`config.mk`:
```
export PLATFORM = sky130hd
export DESIGN_NAME = kte_ram
export DESIGN_NICKNAME = d
export VERILOG_FILES = /design/src/rtl/kte_ram.sv
export SDC_FILE = /design/constraint.sdc
export NUM_CORES = 1
export LEC_CHECK = 0
export BUFFER_PORTS_ARGS = -buffer_cell sky130_fd_sc_hd__buf_4
export CAP_MARGIN = 30
export CORE_MARGIN = 5
export CORE_UTILIZATION = 54
export CTS_CLUSTER_DIAMETER = 200
export DETAILED_ROUTE_END_ITERATION = 8
export GPL_ROUTABILITY_DRIVEN = 1
export MAX_ROUTING_LAYER = met4
export PLACE_DENSITY = 0.8
export REMOVE_ABC_BUFFERS = 1
export SLEW_MARGIN = 10
export SYNTH_ARGS = -nofsm -noshare
export SYNTH_HDL_FRONTEND = slang
export SYNTH_SLANG_ARGS = --single-unit
```
`constraint.sdc`:
```
create_clock -name clk_i -period 1.4 [get_ports clk_i]
set_input_delay 0.07 -clock clk_i [delete_from_list [all_inputs] [get_ports clk_i]]
set_output_delay 0.07 -clock clk_i [all_outputs]
set_load 0.03 [all_outputs]
```
`src/rtl/kte_ram.sv`:
```
// ----------------------------------------------------------------------------
// kte_ram
// Generic single-write, single-read RAM with a registered read port.
// ----------------------------------------------------------------------------
module kte_ram #(
  parameter int WIDTH = 8,
  parameter int DEPTH = 16
) (
  input  logic                     clk_i,
  input  logic                     we_i,
  input  logic [$clog2(DEPTH)-1:0] waddr_i,
  input  logic [WIDTH-1:0]         wdata_i,
  input  logic                     re_i,
  input  logic [$clog2(DEPTH)-1:0] raddr_i,
  output logic [WIDTH-1:0]         rdata_o
);

  logic [WIDTH-1:0] mem_q [DEPTH];

  always_ff @(posedge clk_i) begin
    if (we_i) begin
      mem_q[waddr_i] <= wdata_i;
    end
    if (re_i) begin
      rdata_o <= mem_q[raddr_i];
    end
  end

endmodule

```
==> flow_summary_export.csv <==
group,metric,value,unit
finish,n_fill_cell,598,
power,leakage,2.14,nW
grt,grt_pass1_vias,2707,
setup_path,critPathTopFamily,"multiplexers",
yosys,synth_top_area_share,78.1,%
route,dr_total_vias,2513,
grt,grt_antenna_before_repair,0,
yosys,synth_area_leader_cell,"edfxtp_1",
cts,clk_transition_reported_paths,0.06,ns
route,wl,10200,um
sta,finalCriticalPeriod,1.42,ns
cts,htree_levels,4,
power,p_comb_share,6.1,%
route,drc,0,
yosys,netlist_top_cells_area,"edfxtp_1, mux4_2, mux4_1",
route,drt_iter0_markers,154,
finish,layout_commonest_cell,"edfxtp_1",
sta,hold_viol_final,0,
sta,grt_setup_unrepaired,"true",
cts,cts_made_buffers,17,
floorplan,row_count,36,
cts,cts_setup_buffers,0,
sta,worstMarginPinSlew,0.949,ns
finish,mostFrequentLayoutCells,"edfxtp_1, buf_4, mux4_2, clkbuf_16, nor2_1",
placement,numPortBuffers,26,
yosys,yosysWarnings,0,
yosys,ys_ff_latch,136,
power,pwr-share-clk,43.6,%
placement,place.gp.congestion,0.759,
power,fin_total_pwr,9.18,mW
route,ant_nets,0,
finish,area_growth,22.1,%
floorplan,fp.dieArea,11700,um^2
sta,fmax,703,MHz
yosys,synth_area,5230,um^2
cts,tritoncts,"yes",
grt,grtUsageTotal,20.2,%
floorplan,die_x,108,um
grt,grt_max_degree,17,
power,p_int,7.34,mW
outcome,violations,"negative setup slack",
finish,drive_above_1_share,38.4,%
finish,nets,317,
floorplan,core,9590,um^2
yosys,syn-instance-count,229,
min_path,hold_path_class,"input port to flop",
floorplan,die_h,108,um
sta,relSlewSlack,36.6,%
power,vdd_ir_drop_max,1140,uV
grt,grt_pass1_wl,15800,um
yosys,ys_seq_area_share,78.1,%
setup_path,worstSetupPathType,"flop to flop",
setup_path,arrival,1.69,ns
setup_path,critPathMaxStageDelay,0.47,ns
yosys,synth_cell_types,18,
yosys,avgSynthCellArea,22.8,um^2
job,drv_cap,0,
route,drt_first_pass_iters,4,
cts,clockRootBuffer,"clkbuf_8",
setup_path,crit_buf_inv,0,
placement,placed_area,5740,um^2
power,pwr-share-seq,50.3,%
setup_path,cp_max_fo,1,
setup_path,critPathRequiredTime,1.66,ns
power,powerDensity,1440,nW/um^2
route,wl_per_cell,23.0,um
sta,setup_slack,-0.0227,ns
sta,setup_viol,2,
placement,hpwl,6580,um
floorplan,initial_utilization,54.5,%
setup_path,crit_path_top_delay_cell,"mux4_2",
finish,multi_input_area,1080,um^2
cts,numClockSinks,136,
sta,drv_slew,0,
floorplan,ioPinCount,27,
outcome,status,"complete, but fails checks",
setup_path,cp-end-kind,"flop",
route,vias_per_cell,5.67,
setup_path,setup.worst_path.start_class,"flop",
finish,fin_area,6380,um^2
setup_path,path_cells,"mux4_2, a22oi_2, nand2_1",
finish,seq_area,4080,um^2
sta,finalClockSkew,0.00599,ns
power,swShare,20.0,%
sta,finalCritPeriodShare,102,%
cts,cts.path.max_buffers,2,
power,power.switching,1.83,mW
finish,n_antenna_cell,0,
cts,clock_latency,0.51,ns
grt,grt-ovfl-total,0,
-- path summary, 6_finish.rpt --
path	end	startpoint	cells past startpoint	slack (ns)
worst max register to register	rdata_o[4]$_DFFE_PP_	mem_q[9][4]$_DFFE_PP_	3	-0.02
worst min register to register	rdata_o[1]$_DFFE_PP_	mem_q[4][1]$_DFFE_PP_	3	0.76
worst min-delay path	mem_q[0][5]$_DFFE_PP_	waddr_i[1]	3	0.09
worst max-delay path	rdata_o[4]$_DFFE_PP_	mem_q[9][4]$_DFFE_PP_	3	-0.02
-- area by class of cell --
class	count	area share (%)
Clock buffer	21	6.72
Clock inverter	10	1.65
Multi-Input combinational cell	83	16.9
Sequential cell	136	64.0
Tap cell	133	2.61
Timing Repair Buffer	60	8.19
-- cell usage after synthesis --
cell and number:
a22oi_1 16, and2_1 1, and2b_1 1, buf_2 3, buf_4 1, buf_6 3, clkdlybuf4s25_2 3, edfxtp_1 136
mux4_1 14, mux4_2 18, nand2_1 9, nand2b_1 2, nand3_1 1, nand3b_1 2, nor2_1 13, nor2b_1 1
nor3_1 4, or3b_2 1
-- flip-flops by register name, summed over array words and instances, names as in the netlist --
register and count:
mem_q 128, rdata_o 8
-- worst register-to-register path: stages (launching register included) --
cell	delay, ns
edfxtp_1	0.39
mux4_2	0.47
a22oi_2	0.24
nand2_1	0.07
-- power by group through the flow --
stage	combinational, mW	clock [mW]	sequential, mW
floorplan	0.183	0	4.73
global placement	0.490	0	4.69
detailed placement	0.508	0	4.70
CTS	0.552	4.08	4.62
global route	0.595	4.28	4.62
finish	0.556	4.00	4.62
-- metal layers --
| layer | track usage (%) | vias up | part of all wire [%] |
|---|---|---|---|
| met3 | 5.85 | 19 | 7.2 |
| met4 | 7.66 | 0 | 1.9 |
| met1 | 26.1 | 1295 | 41 |
| met5 | - | - | 0 |
| met2 | 31.0 | 88 | 50 |
| li1 | - | 1111 | - |
-- per-stage QoR --
stage               setup slack [ns]  cells  hold WS, ns  setup TNS, ns  utilization [%]
finish                       -0.0227    443       0.0939        -0.0236             66.5
global route                 -0.0506    443       0.0886         -0.279             66.5
CTS                          -0.0138    443       0.0668        -0.0253             66.5
detailed placement            -0.245    403        0.388          -1.38             59.8
global placement              -0.229    403        0.377          -1.15             59.8
floorplan                     -0.163    219        0.169          -1.30                -
-- logic make-up (layout without fill, tap and decap cells) --
kind of cell           Yosys count  after routing  share of synthesized area (%)
flip-flops                     136            136                           78.1
multiplexers                    32             32                           14.8
AND/OR/NAND/NOR                 35             35                           3.14
buffers and inverters           10             91                           1.65
AO/OA/AOI/OAI                   16             16                           2.30
-- what timing repair did --
action / CTS / global route
resized for setup: 15 / 8
endpoints found under the setup margin: 7 / 8
hold endpoints to repair: 136 / 0
pin swaps: 6 / 1
hold buffers: 9 / 0
Note: power is estimated with default switching activity, not from simulation.
