==> src/rtl/kte_pkg.sv <==
// ----------------------------------------------------------------------------
// kte_pkg
// Shared sizes, codes and types of the keyframe track evaluator.
// ----------------------------------------------------------------------------
package kte_pkg;

  localparam int TRACKS         = 8;
  localparam int KEYS_PER_TRACK = 32;
  localparam int FRAME_BITS     = 24;

  localparam int TRK_W   = $clog2(TRACKS);
  localparam int TCNT_W  = TRK_W + 1;
  localparam int KIDX_W  = $clog2(KEYS_PER_TRACK);
  localparam int KCNT_W  = KIDX_W + 1;
  localparam int KADDR_W = TRK_W + KIDX_W;
  localparam int KDEPTH  = TRACKS * KEYS_PER_TRACK;
  localparam int LEVEL_W = 8;
  localparam int CHAN_W  = 10;
  localparam int PROD_W  = LEVEL_W + FRAME_BITS;

  typedef enum logic [1:0] {
    CMD_ADD_TRACK = 2'd0,
    CMD_ADD_KEY   = 2'd1,
    CMD_EVAL      = 2'd2
  } cmd_e;

  typedef enum logic [1:0] {
    STAT_OK        = 2'd0,
    STAT_FULL      = 2'd1,
    STAT_BAD_TRACK = 2'd2
  } status_e;

  typedef enum logic [3:0] {
    S_IDLE,
    S_INS_CHK,
    S_INS_RD,
    S_INS_CMP,
    S_INS_WR,
    S_EV_TRK,
    S_EV_RD,
    S_EV_CMP,
    S_EV_MUL,
    S_EV_DIV,
    S_EV_OUT,
    S_ACK
  } fsm_e;

  typedef struct packed {
    logic [FRAME_BITS-1:0] frame;
    logic [LEVEL_W-1:0]    level;
    logic                  mode;
  } key_t;

  localparam int KEY_W = $bits(key_t);

  typedef struct packed {
    logic                  start;
    logic [PROD_W-1:0]     dividend;
    logic [FRAME_BITS-1:0] divisor;
  } div_req_t;

  typedef struct packed {
    logic              busy;
    logic              done;
    logic [PROD_W-1:0] quotient;
  } div_rsp_t;

endpackage

==> src/rtl/kte_div.sv <==
// ----------------------------------------------------------------------------
// kte_div
// Unsigned restoring divider, one quotient bit per cycle.
// ----------------------------------------------------------------------------
module kte_div import kte_pkg::*; (
  input  logic     clk_i,
  input  logic     rst_ni,
  input  div_req_t req_i,
  output div_rsp_t rsp_o
);

  localparam int CNT_W = $clog2(PROD_W + 1);

  logic [FRAME_BITS:0]   rem_q, rem_d;
  logic [PROD_W-1:0]     quo_q, quo_d;
  logic [FRAME_BITS-1:0] den_q, den_d;
  logic [CNT_W-1:0]      cnt_q, cnt_d;
  logic                  busy_q, busy_d;
  logic                  done_q, done_d;

  logic [FRAME_BITS:0]   rem_sh;
  logic [FRAME_BITS+1:0] trial;
  logic                  ge;

  always_comb begin
    rem_sh = {rem_q[FRAME_BITS-1:0], quo_q[PROD_W-1]};
    trial  = {1'b0, rem_sh} - {2'b00, den_q};
    ge     = ~trial[FRAME_BITS+1];
    rem_d  = rem_q;
    quo_d  = quo_q;
    den_d  = den_q;
    cnt_d  = cnt_q;
    busy_d = busy_q;
    done_d = 1'b0;
    if (req_i.start) begin
      rem_d  = '0;
      quo_d  = req_i.dividend;
      den_d  = req_i.divisor;
      cnt_d  = CNT_W'(PROD_W);
      busy_d = 1'b1;
    end else if (busy_q) begin
      rem_d = ge ? trial[FRAME_BITS:0] : rem_sh;
      quo_d = {quo_q[PROD_W-2:0], ge};
      cnt_d = cnt_q - CNT_W'(1);
      if (cnt_q == CNT_W'(1)) begin
        busy_d = 1'b0;
        done_d = 1'b1;
      end
    end
  end

  always_ff @(posedge clk_i or negedge rst_ni) begin
    if (!rst_ni) begin
      busy_q <= 1'b0;
      done_q <= 1'b0;
      cnt_q  <= '0;
    end else begin
      busy_q <= busy_d;
      done_q <= done_d;
      cnt_q  <= cnt_d;
    end
  end

  always_ff @(posedge clk_i) begin
    rem_q <= rem_d;
    quo_q <= quo_d;
    den_q <= den_d;
  end

  assign rsp_o.busy     = busy_q;
  assign rsp_o.done     = done_q;
  assign rsp_o.quotient = quo_q;

endmodule

==> config.mk <==
export PLATFORM = sky130hd
export DESIGN_NAME = kte_div
export DESIGN_NICKNAME = d
export VERILOG_FILES = /design/src/rtl/kte_pkg.sv /design/src/rtl/kte_div.sv
export SDC_FILE = /design/constraint.sdc
export NUM_CORES = 1
export LEC_CHECK = 0
export ABC_AREA = 1
export BUFFER_PORTS_ARGS = -buffer_cell sky130_fd_sc_hd__buf_2
export CAP_MARGIN = 30
export CORE_MARGIN = 2
export CORE_UTILIZATION = 35
export CTS_CLUSTER_SIZE = 12
export DETAILED_ROUTE_END_ITERATION = 12
export PLACE_DENSITY_LB_ADDON = 0.25
export SKIP_LAST_GASP = 1
export SYNTH_ARGS = -nofsm -noshare
export SYNTH_HDL_FRONTEND = slang
export SYNTH_SLANG_ARGS = --single-unit
==> constraint.sdc <==
create_clock -name clk_i -period 1.75 [get_ports clk_i]
set_input_delay 0.35 -clock clk_i [delete_from_list [all_inputs] [get_ports clk_i]]
set_output_delay 0.35 -clock clk_i [all_outputs]
set_load 0.1 [all_outputs]
==> flow_metrics.env <==
export IMPL_fin_skew_ns=0.00680
export IMPL_tns_ns=-1.34
export IMPL_violations="negative setup slack"
export IMPL_timing_fmax_mhz=537
export IMPL_fin_crit_ns=1.86
export IMPL_grt_pass1_wl_um=23900
export IMPL_drive_above_1_share_pct=36.6
export IMPL_synthCells=765
export IMPL_synth_area_mm2=0.00561
export IMPL_cpMaxStageDelayCell="edfxtp_1"
export IMPL_synth_top_area_cell="edfxtp_1"
export IMPL_cts_max_level=3
export IMPL_rsz0062_at_grt="true"
export IMPL_grt_antenna_before_repair=0
export IMPL_critPathMaxStageDelay_ns=0.43
export IMPL_grt_overflow=0
export IMPL_crit_fanout=3
export IMPL_core_rowCount=46
export IMPL_drc=0
export IMPL_dieArea_mm2=0.0170
export IMPL_relSlewSlack_pct=66.6
export IMPL_synth_avg_cell_area_um2=7.33
export IMPL_reg2regPathDepth=10
export IMPL_worstHoldPathCells=1
export IMPL_end_kind="flip-flop"
export IMPL_synthFlopType="edfxtp_1"
export IMPL_synth_cell_types=41
export IMPL_fill_cells=1576
export IMPL_hold_path_class="primary input to flip-flop"
export IMPL_yosysSeqAreaShare_pct=42.1
export IMPL_cts_tree="yes"
export IMPL_p_per_area_mw_per_mm2=1390
export IMPL_setup_slack_ns=-0.114
export IMPL_initial_utilization_pct=35.6
export IMPL_slew_viol_final=0
export IMPL_synth_top_area_share_pct=30.0
export IMPL_ys_async_sr_fraction_pct=9.09
export IMPL_yosys_warnings=0
export IMPL_hold_end="den_q[23]"
export IMPL_clk_latency_ns=0.34
export IMPL_fin_crit_sh_pct=106
export IMPL_path_clk_slew_ns=0.07
export IMPL_leakagePower_nw=4.11
export IMPL_rrSetupSlack_ns=-0.11
export IMPL_clock_path_buffers=2
export IMPL_status="finished, violations left"
export IMPL_dp_cells=1139
export IMPL_drt_total_wl_um=14800
export IMPL_ys_ff_latch=88
export IMPL_numPortBuffers=92
export IMPL_synth_nets=851
export IMPL_ant_nets=0
export IMPL_synth_edff_count=56
export IMPL_utilization_pct=49.9
export IMPL_final_cells=1162
export IMPL_final_hold_violation_count=0
export IMPL_max_cap_violations=0
export IMPL_diodes=0
export IMPL_firstDrtPassIters=5
export IMPL_crit_chain="ha_4 > fa_2 > inv_2 > nand3_1 > nand3b_1 > nand2_2 > nand3_2 > nand3_2 > nand2_1 > nand2_1"
export IMPL_nets=1027
export IMPL_reg2reg_to="rem_q[18]"
export IMPL_avgRoutedWirePerCell_um=12.8
export IMPL_worstPathRequired_ns=1.99
export IMPL_r2r_start="den_q[0]"
export IMPL_critPathArrivalTime_ns=2.11
export IMPL_place_hpwl_um=11100
export IMPL_grt_pass1_vias=4845
export IMPL_grt_usage_pct=18.0
export IMPL_min_from="req_i[23]"
export IMPL_numClockSinks=88
export IMPL_setup_worst_path_class="flip-flop to flip-flop"
export IMPL_start_kind="flip-flop"
export IMPL_power_mw=10.9
export IMPL_dieHeight_um=131
export IMPL_place_congestion=0.882
export IMPL_fp_coreArea_mm2=0.0158
export IMPL_numCtsBuffers=9
export IMPL_synthTopCellsByArea="edfxtp_1 (30%), nand2_1 (21%), dfxtp_1 (8.6%)"
export IMPL_drt_initial_drc_count=280
export IMPL_finalSetupViolCount=25
export IMPL_syn2layout_area_growth_pct=40.5
export IMPL_pin_count=93
export IMPL_ir_worst_vdd_uv=605
export IMPL_num_vias=5111
export IMPL_worst_slew_pin_slew_ns=0.505
export IMPL_grt_start_max_net_pins=42
export IMPL_cts_root_buf="clkbuf_16"
export IMPL_drt_vias_per_instance=4.40
export IMPL_hold_slack_ns=0.178
export IMPL_die_w_um=131
-- worst max-delay path by stage --
stage,end,slack [ns],startpoint,cells past startpoint
floorplan,rem_q[16],-0.66,quo_q[31],13
global placement,rem_q[18],-0.16,den_q[8],11
detailed placement,rem_q[0],-0.20,den_q[18],13
CTS,rem_q[16],-0.11,den_q[0],12
global route,rem_q[16],-0.23,den_q[10],13
finish,rem_q[18],-0.11,den_q[0],10
-- flip-flops by register name, summed over array words and instances, names as in the netlist --
signal and flops:
cnt_q 6, busy_q 1, done_q 1, den_q 24, rem_q 24, quo_q 32
-- cell usage after synthesis (all sizes together), types with 5 or more instances --
| cell | n |
|---|---|
| nand4 | 5 |
| nor2 | 33 |
| xnor2 | 7 |
| nand3 | 70 |
| dfxtp | 24 |
| buf | 10 |
| ha | 26 |
| inv | 136 |
| clkbuf | 9 |
| a21oi | 15 |
| edfxtp | 56 |
| o21ai | 10 |
| nand2 | 324 |
| nand3b | 15 |
| dfrtp | 8 |
-- power by group --
part / internal, mW / switching [mW]
registers: 2.60 / 0.290
clock network: 0.993 / 0.875
logic: 2.63 / 3.54
total: 6.22 / 4.71
-- layout by cell type (no fill, tap or decap), types with 2 or more instances in the layout --
cell type	instances
a21oi_1	10
a21oi_2	3
a21oi_4	2
buf_12	9
buf_2	92
buf_4	76
buf_6	6
clkbuf_16	9
clkinv_2	2
dfrtp_1	8
dfxtp_1	24
edfxtp_1	56
ha_1	6
ha_4	20
inv_1	106
inv_2	29
inv_6	4
nand2_1	280
nand2_2	35
nand2_4	9
nand3_1	40
nand3_2	28
nand3_4	2
nand3b_1	15
nand4_1	5
nor2_1	23
nor2_2	5
nor2_4	5
nor3_1	2
nor4_1	2
o21ai_0	5
o21ai_1	5
xnor2_1	5
xnor2_2	2
xor2_1	2
-- cells by family after synthesis --
family | count (synthesis) | synth area share, %
buffers and inverters | 157 | 11.5
and+or+nand+nor | 456 | 36.0
AOI/OAI and AO/OA | 28 | 2.79
DFF | 88 | 42.1
adders and majority gates | 27 | 6.16
xor gates and xnor gates | 9 | 1.41
-- critical path: cells and delay by family, from the launching register on --
kind	cells	cell delay, ns
buf+inv	1	0.09
simple gates	7	0.67
fa+ha+maj	2	0.58
flops	1	0.43
-- per-stage QoR --
stage          area, um2  worst slack (ns)
6_report            7880            -0.114
5_1_grt             7880            -0.229
4_1_cts             7630            -0.105
3_5_place_dp        6980            -0.196
3_3_place_gp        6980            -0.161
2_1_floorplan       5650            -0.657
-- metal layers --
metal | wire, um | GRT usage, % | up-vias
met5 | 0 | 0 | -
met4 | 110 | 3.75 | 0
met3 | 844 | 4.36 | 7
met2 | 6840 | 29.2 | 116
met1 | 7030 | 24.7 | 2262
li1 | - | - | 2726
-- area by class of cell --
cell class,count,area (um2),area share [%]
clock inverter,7,60.1,0.763
tap,216,270,3.43
timing repair buffer,184,1290,16.4
inverter,138,526,6.67
multi-input combinational,520,3140,39.9
clock buffer,9,225,2.86
sequential,88,2360,30.0
-- what timing repair did --
action / CTS / global route
cloned: 1 / 0
endpoints found under the setup margin: 25 / 25
hold buffers: 1 / 0
pin swaps: 9 / 22
hold endpoints to repair: 8 / 0
gates resized for setup: 60 / 64
setup buffers: 1 / 4
No activity file was read; power rests on OpenSTA's default activity.
